--- src/rtl/core/rpn_pkg.sv ---
// ---------------------------------------------------------------------------
// rpn_pkg
// shared types, constants and command codes of the rpn stack evaluator
// ---------------------------------------------------------------------------
package rpn_pkg;

   localparam int STACK_DEPTH   = 128;
   localparam int VALUE_WIDTH   = 32;
   localparam int FRACTION_BITS = 16;
   localparam int PTR_WIDTH     = $clog2(STACK_DEPTH);
   localparam int CNT_WIDTH     = $clog2(STACK_DEPTH + 1);
   localparam int PROD_WIDTH    = 2 * VALUE_WIDTH;
   localparam int DIV_STEPS     = VALUE_WIDTH + FRACTION_BITS;
   localparam int STEP_WIDTH    = $clog2(DIV_STEPS + 1);

   localparam logic [2:0] FUNC_PUSH = 3'd0;
   localparam logic [2:0] FUNC_ADD  = 3'd1;
   localparam logic [2:0] FUNC_SUB  = 3'd2;
   localparam logic [2:0] FUNC_MUL  = 3'd3;
   localparam logic [2:0] FUNC_DIV  = 3'd4;
   localparam logic [2:0] FUNC_REM  = 3'd5;
   localparam logic [2:0] FUNC_SHOW = 3'd6;
   localparam logic [2:0] FUNC_UNK  = 3'd7;

   typedef logic signed [VALUE_WIDTH-1:0] value_type;

   typedef struct packed {
      logic       clear;        // new request: clear flags, latch func/operand
      logic       pop_start;    // read top entry
      logic       pop_take;     // capture read data into operand b or a
      logic       take_b;       // 1: into b, 0: into a
      logic       push;         // push result or operand
      logic       push_operand; // push the request operand rather than result
      logic       div_start;
      logic       mul_start;
      logic       alu_step;     // compute add/sub/rem result
      logic       zero_flag;
      logic       show;         // latch b as shown value
   } rpn_cmd_type;

   typedef struct packed {
      logic       empty;
      logic       b_zero;
      logic       div_done;
      logic       mul_done;
   } rpn_stat_type;

endpackage

--- src/rtl/core/rpn_ctrl.sv ---
// ---------------------------------------------------------------------------
// rpn_ctrl
// sequencer of pops, operations and pushes for one request
// ---------------------------------------------------------------------------
module rpn_ctrl import rpn_pkg::*; (
   input  logic         clock,
   input  logic         reset,
   input  logic         req_valid,
   input  logic [2:0]   req_func,
   output logic         req_ready,
   output logic         rsp_valid,
   input  logic         rsp_ready,
   input  rpn_stat_type stat,
   output rpn_cmd_type  cmd,
   output logic         shown_valid,
   output logic         unknown_command
);
   localparam logic [3:0] ST_IDLE  = 4'd0;
   localparam logic [3:0] ST_POPB  = 4'd1;
   localparam logic [3:0] ST_TAKEB = 4'd2;
   localparam logic [3:0] ST_POPA  = 4'd3;
   localparam logic [3:0] ST_TAKEA = 4'd4;
   localparam logic [3:0] ST_OP    = 4'd5;
   localparam logic [3:0] ST_WAIT  = 4'd6;
   localparam logic [3:0] ST_PUSH  = 4'd7;
   localparam logic [3:0] ST_DONE  = 4'd8;
   localparam logic [3:0] ST_CHECK = 4'd9;
   localparam logic [3:0] ST_REM   = 4'd10;

   logic [3:0] state_ff, state_in;
   logic [2:0] func_ff;
   logic       rsp_valid_ff, rsp_valid_in;

   assign req_ready = (state_ff == ST_IDLE) && !rsp_valid_ff;
   assign rsp_valid = rsp_valid_ff;
   assign shown_valid = (func_ff == FUNC_SHOW);
   assign unknown_command = (func_ff == FUNC_UNK);

   always_comb begin
      cmd          = '0;
      state_in     = state_ff;
      rsp_valid_in = rsp_valid_ff && !rsp_ready;
      case (state_ff)
         ST_IDLE: begin
            if (req_valid && req_ready) begin
               cmd.clear = 1'b1;
               case (req_func)
                  FUNC_PUSH: state_in = ST_PUSH;
                  FUNC_UNK:  state_in = ST_DONE;
                  default:   state_in = ST_POPB;
               endcase
            end
         end
         ST_POPB: begin
            cmd.pop_start = 1'b1;
            cmd.take_b    = 1'b1;
            state_in      = ST_TAKEB;
         end
         ST_TAKEB: begin
            cmd.pop_take = 1'b1;
            state_in     = ST_CHECK;
         end
         ST_CHECK: begin
            if (func_ff == FUNC_SHOW) begin
               cmd.show = 1'b1;
               state_in = ST_DONE;
            end else if ((func_ff inside {FUNC_DIV, FUNC_REM}) && stat.b_zero) begin
               cmd.zero_flag = 1'b1;
               state_in      = ST_DONE;
            end else begin
               state_in = ST_POPA;
            end
         end
         ST_POPA: begin
            cmd.pop_start = 1'b1;
            state_in      = ST_TAKEA;
         end
         ST_TAKEA: begin
            cmd.pop_take = 1'b1;
            state_in     = ST_OP;
         end
         ST_OP: begin
            case (func_ff)
               FUNC_MUL: begin
                  cmd.mul_start = 1'b1;
                  state_in = ST_WAIT;
               end
               FUNC_DIV, FUNC_REM: begin
                  cmd.div_start = 1'b1;
                  state_in = ST_WAIT;
               end
               default: begin
                  cmd.alu_step = 1'b1;
                  state_in = ST_PUSH;
               end
            endcase
         end
         ST_WAIT: begin
            if (stat.mul_done) begin
               state_in = ST_PUSH;
            end else if (stat.div_done) begin
               state_in = (func_ff == FUNC_REM) ? ST_REM : ST_PUSH;
            end
         end
         // remainder is signed by the alu once the divider is done
         ST_REM: begin
            cmd.alu_step = 1'b1;
            state_in     = ST_PUSH;
         end
         ST_PUSH: begin
            cmd.push         = 1'b1;
            cmd.push_operand = (func_ff == FUNC_PUSH);
            state_in         = ST_DONE;
         end
         ST_DONE: begin
            rsp_valid_in = 1'b1;
            state_in     = ST_IDLE;
         end
         default: state_in = ST_IDLE;
      endcase
   end

   always_ff @(posedge clock) begin
      if (reset) begin
         state_ff     <= ST_IDLE;
         rsp_valid_ff <= 1'b0;
      end else begin
         state_ff     <= state_in;
         rsp_valid_ff <= rsp_valid_in;
      end
      if (cmd.clear) func_ff <= req_func;
   end

   assert property (@(posedge clock) disable iff (reset)
      rsp_valid && !rsp_ready |=> rsp_valid)
      else $error("response dropped before taken");
   assert property (@(posedge clock) disable iff (reset)
      state_ff == ST_DONE |=> rsp_valid)
      else $error("done without response");
   assert property (@(posedge clock) disable iff (reset)
      rsp_valid |-> !req_ready)
      else $error("request taken while response pending");
endmodule

--- config.mk ---
export PLATFORM = sky130hd
export DESIGN_NAME = rpn_ctrl
export DESIGN_NICKNAME = d
export VERILOG_FILES = /design/src/rtl/core/rpn_pkg.sv /design/src/rtl/core/rpn_ctrl.sv
export SDC_FILE = /design/constraint.sdc
export NUM_CORES = 1
export LEC_CHECK = 0
export BUFFER_PORTS_ARGS = -buffer_cell sky130_fd_sc_hd__buf_2
export CORE_AREA = 4 4 46 48
export CTS_BUF_LIST = sky130_fd_sc_hd__clkbuf_2 sky130_fd_sc_hd__clkbuf_4 sky130_fd_sc_hd__clkbuf_8
export DETAILED_ROUTE_END_ITERATION = 12
export DIE_AREA = 0 0 50 52
export PLACE_DENSITY = 0.71
export REMOVE_ABC_BUFFERS = 1
export SLEW_MARGIN = 0
export SYNTH_ARGS = -nofsm -noshare
export SYNTH_HDL_FRONTEND = slang
export SYNTH_SLANG_ARGS = --single-unit
--- constraint.sdc ---
create_clock -name clock -period 3.3 [get_ports clock]
set_input_delay 0.165 -clock clock [delete_from_list [all_inputs] [get_ports clock]]
set_output_delay 0.165 -clock clock [all_outputs]
set_load 0.02 [all_outputs]
== Word level (Yosys, flattened, before mapping) ==
Cells that the tools add are included.
W data, S select, Z words.
Storage, ports and cells
  register bits after elaboration: 8
  latch bits: 0
  memory bits (writable): 0
  bits in read-only memories: 0
  input port bits: 11
  output and inout port bits: 15
  logic and storage cells: 61
  memories: 0
Cells by class
  $add $sub $neg: 0
  multiply operators: 0
  div/mod/pow operators: 0
  order comparisons: 0
  equal/unequal tests: 18
  shifts and indexed selects: 0
  multiplexer cells: 25
  bitwise logic cells: 0
  reductions and logical operators: 15
Operator list (count)
  $pmux W4 S10: 1
  $mux W4: 6
  $eq A4 B3 Y1 const B: 4
  $eq A3 B3 Y1 const B: 5
  $mux W1: 13
  $eq A4 B4 Y1 const B: 3
  $eq A4 B2 Y1 const B: 2
  $pmux W4 S2: 1
  $logic_not A3 Y1: 2
  $mux W2: 3
  $reduce_or A2 Y1: 3
  $eq A4 B1 Y1 const B: 1
  $logic_and A1 B1 Y1: 4
  $logic_not A4 Y1: 1
  $eq A3 B2 Y1 const B: 1
  $ne A3 B3 Y1 const B: 1
  $reduce_or A3 Y1: 1
  $logic_not A1 Y1: 2
  $ne A2 B1 Y1 const B: 1
  $pmux W1 S2: 1
  $reduce_and A2 Y1: 1
  $reduce_bool A2 Y1: 1

== Depth between registers and ports, before layout ==
  depth after elaboration: 6
  mapped depth: 6

== Worst setup path after synthesis ==
No wires, ideal clock.
  kind: reg2reg
  start: register state_ff[2]
  end: register func_ff[0] (enable)
  arrival time: 1768 ps
  data required time: 2963 ps
  path slack: 1195 ps
  stages on the path, launching flop included: 5
  cells stage by stage: dfxtp_1 -> buf_2 -> buf_2 -> nor4_1 -> and2_1
RTL lines
  start, declared: line rpn_ctrl.sv:30  | logic [3:0] state_ff, state_in;
  start signal, assigned: line rpn_ctrl.sv:128  | state_ff <= state_in;
  end signal, assigned: line rpn_ctrl.sv:131  | if (cmd.clear) func_ff <= req_func;
  end, declared: line rpn_ctrl.sv:31  | logic [2:0] func_ff;

==> run metrics <==
Via-to-Cell Ratio=5.435; M1 wire length=763 microns; Buffers on Ports=24; CP peak stage delay=0.61 ns; worst min-delay path startpoint=reset; post-synthesis sequential area ratio=29.34%; post-layout worst setup margin=1.279 ns; Synth Area in Adders=0%; Final Max Slew Viols=0; clk root buf=clkbuf_4; setup repair bufs after CTS=0; post-DR wirelength/cell=12.73 microns; mux contribution to synthesized area=0%; Worst-path clk slew=0.06 ns; cts repair resizes=0; CTS Hold Buffers Added=0; Final setup viols=0; Met3 Wirelength=102 microns; P_sw=0.0002224 W; Reg2Reg Launch Point=state_ff[1]; Ant. Diodes=0; DRC=0; register bit total from synthesis=8; Synth cell types=39; endpoints failing hold=0; simple logic cell fraction of the synthesized area=40.73%; Initial DRT Pass Iterations=4; leakage power=0.3326 nW; Routed WL=1668 microns; slowest CP cell=dfxtp_1; largest family of logic cells by synthesized area=simple AND/OR/NAND/NOR gates; die area=2600 sq um; maximum fanout along the worst path=16; DP Worst Slack=1.573 ns; Ys Warns=0; Hold WC Path Type=in -> reg; 1st-iter DRT viols=5; status=complete, no violations; Skew-Pair Late Insertion Delay=0.26 ns; Die Wd=50 microns; Critical Path Start Type=flop; RSZ-0062 raised after global routing=no; first-pass GRT wire length=2760 microns; All-Layer GR Usage=13.63%; final setup TNS=0 ns; worst path cell trace=nand2b_1, or2_1, nand3b_1, nand2_1, buf_2; Die Y=52 microns; Clock Sinks=8; XOR/XNOR share of the synthesized area=1.351%; Final ANT Viol Nets=0; fmax=0.4948 GHz; worst path required time=3.13 ns; Worst-Margin Slew=0.5756 ns; Internal=0.0002800 W; grt ovf=0; endpoint class of the critical path=primary output; top layer in use=met4; Sw Ratio=44.26%; Final period util=61.24%; CTS tree=yes; CP startpoint=state_ff[0]; Longest Clk Path Bufs=2; layout cells sized above 1=28.30%; WS Path Type=reg -> out; gpl congestion=0.7761; Max VDD drop=0.3266 mV; area grow syn2layout=23.94%; cell area after synthesis=648.1 sq um; Final #Nets=118; part of the power in combinational logic=45.0%; Final Skew=0.007836 ns; post-detail-place hpwl=1270 microns; core area=1708 sq um; initial antenna violation count=0; met2 wire length=760 microns; Max H-tree Level=1; Clk network pwr share=19.0%; Core Rows=15; fin crit period=2.021 ns; Post-Synthesis Cells=83; Power Density=625.4 nW/um^2; Synth Area in Compound Gates=22.78%; Max Cap Viol=0; # IOs=26; Post-Syn Area per Cell=7.809 sq um; WP data arrival=1.86 ns; detailed-route via count=712; number of global-route vias before repair=643; slew margin rel.=61.58%; Util after Layout=47.03%; CTS buffer count=3; largest net degree at the start of global routing=20; Initial Util=37.95%; sequential power share=36.0%
-- worst max-delay path, delay by kind of cell, from the launching register on --
family        cells  cell delay, ns
flops             1            0.61
simple gates      4            0.83
buf+inv           1            0.16
-- stage by stage --
stage | hold WS, ns | power, W | instance area [sq um] | instances
floorplan | 0.2374 | 0.0003361 | 621.8 | 78
global placement | 0.3715 | 0.0004018 | 773.2 | 127
detailed placement | 0.3752 | 0.0004085 | 773.2 | 127
CTS | 0.09864 | 0.0005037 | 803.3 | 131
global route | 0.1031 | 0.0005340 | 803.3 | 131
finish | 0.1018 | 0.0005024 | 803.3 | 131
-- path summary, 6_finish.rpt --
check                 to  slack (ns)  depth (start not counted)
min reg2reg    rsp_valid        0.55                          2
min            rsp_valid        0.10                          2
max               cmd[2]        1.28                          5
max reg2reg  state_ff[0]        1.65                          4
-- power groups by stage --
stage | logic (W) | registers (W) | clock network, W
after floorplan | 0.000168 | 0.000168 | 0
after detailed placement | 0.000227 | 0.000182 | 0
after global placement | 0.000221 | 0.000180 | 0
after global routing | 0.000248 | 0.000187 | 0.0000993
after CTS | 0.000229 | 0.000180 | 0.0000949
final | 0.000226 | 0.000181 | 0.0000952
-- Yosys cell counts --
| master | number | share of area, % |
|---|---|---|
| nand2b_1 | 10 | 9.7 |
| nor2_1 | 9 | 5.2 |
| a21oi_1 | 5 | 3.9 |
| dfxtp_1 | 5 | 15 |
| nand2_1 | 4 | 2.3 |
| buf_2 | 3 | 2.3 |
| edfxtp_1 | 3 | 14 |
| inv_1 | 3 | 1.7 |
| nor3_1 | 3 | 2.3 |
| nor4_1 | 3 | 2.9 |
| and2_1 | 2 | 1.9 |
| nand3_1 | 2 | 1.5 |
| nand3b_1 | 2 | 2.3 |
| nor4b_1 | 2 | 2.7 |
| o21ai_1 | 2 | 1.5 |
| o31ai_1 | 2 | 2.3 |
| a2111o_1 | 1 | 1.7 |
| a211o_1 | 1 | 1.4 |
| a21boi_1 | 1 | 1.2 |
| a21oi_2 | 1 | 1.4 |
| a2bb2oi_1 | 1 | 1.4 |
| a311oi_1 | 1 | 1.4 |
| a31oi_1 | 1 | 0.97 |
| a41oi_1 | 1 | 1.4 |
| and3_1 | 1 | 0.97 |
| and4bb_1 | 1 | 1.9 |
| buf_4 | 1 | 1.2 |
| clkbuf_1 | 1 | 0.58 |
| nand4bb_1 | 1 | 1.7 |
| nor2b_1 | 1 | 0.97 |
| o21ai_0 | 1 | 0.77 |
| o221ai_1 | 1 | 1.4 |
| o22ai_1 | 1 | 0.97 |
| o2bb2ai_1 | 1 | 1.4 |
| or2_1 | 1 | 0.97 |
| or2_2 | 1 | 0.97 |
| or3_1 | 1 | 0.97 |
| or3b_1 | 1 | 1.4 |
| xnor2_1 | 1 | 1.4 |
-- logic make-up after synthesis --
kind of cell | Yosys count
AO/OA/AOI/OAI | 21
XOR/XNOR | 1
buffers and inverters | 8
flip-flops | 8
AND/OR/NAND/NOR | 45
-- layout make-up --
type	count	area (sq um)
fill	179	904.6
multi-input combinational	67	420.4
tap	25	31.28
sequential	8	190.2
inverter	3	11.26
timing repair buffer	24	120.1
clock buffer	4	30.03
-- metal layers --
metal	up-vias	track usage, %
met5	-	0
li1	355	-
met1	323	16.87
met4	0	6.912
met3	7	2.865
met2	27	22.17
-- flip-flops by register name, summed over array words and instances (netlist names) --
signal	flops
state_ff	4
func_ff	3
rsp_valid	1
-- placed cells by master (no fill, tap or decap), drive strengths merged --
cell type and instances:
nand2b 10, inv 3, nor3 3, nor4b 2, a31oi 1, and3 1
a21oi 6, a21boi 1, nand2 4, nand3b 2, a41oi 1, and2 2
nand4bb 1, o31ai 2, or3 1, nor2 9, o21ai 3, nor4 3
xnor2 1, a2111o 1, or3b 1, or2 2, nor2b 1, nand3 2
a2bb2oi 1, clkbuf 4, o22ai 1, edfxtp 3, dfxtp 5, and4bb 1
o221ai 1, buf 24, a211o 1, o2bb2ai 1, a311oi 1
(Power assumes the default switching activity.)
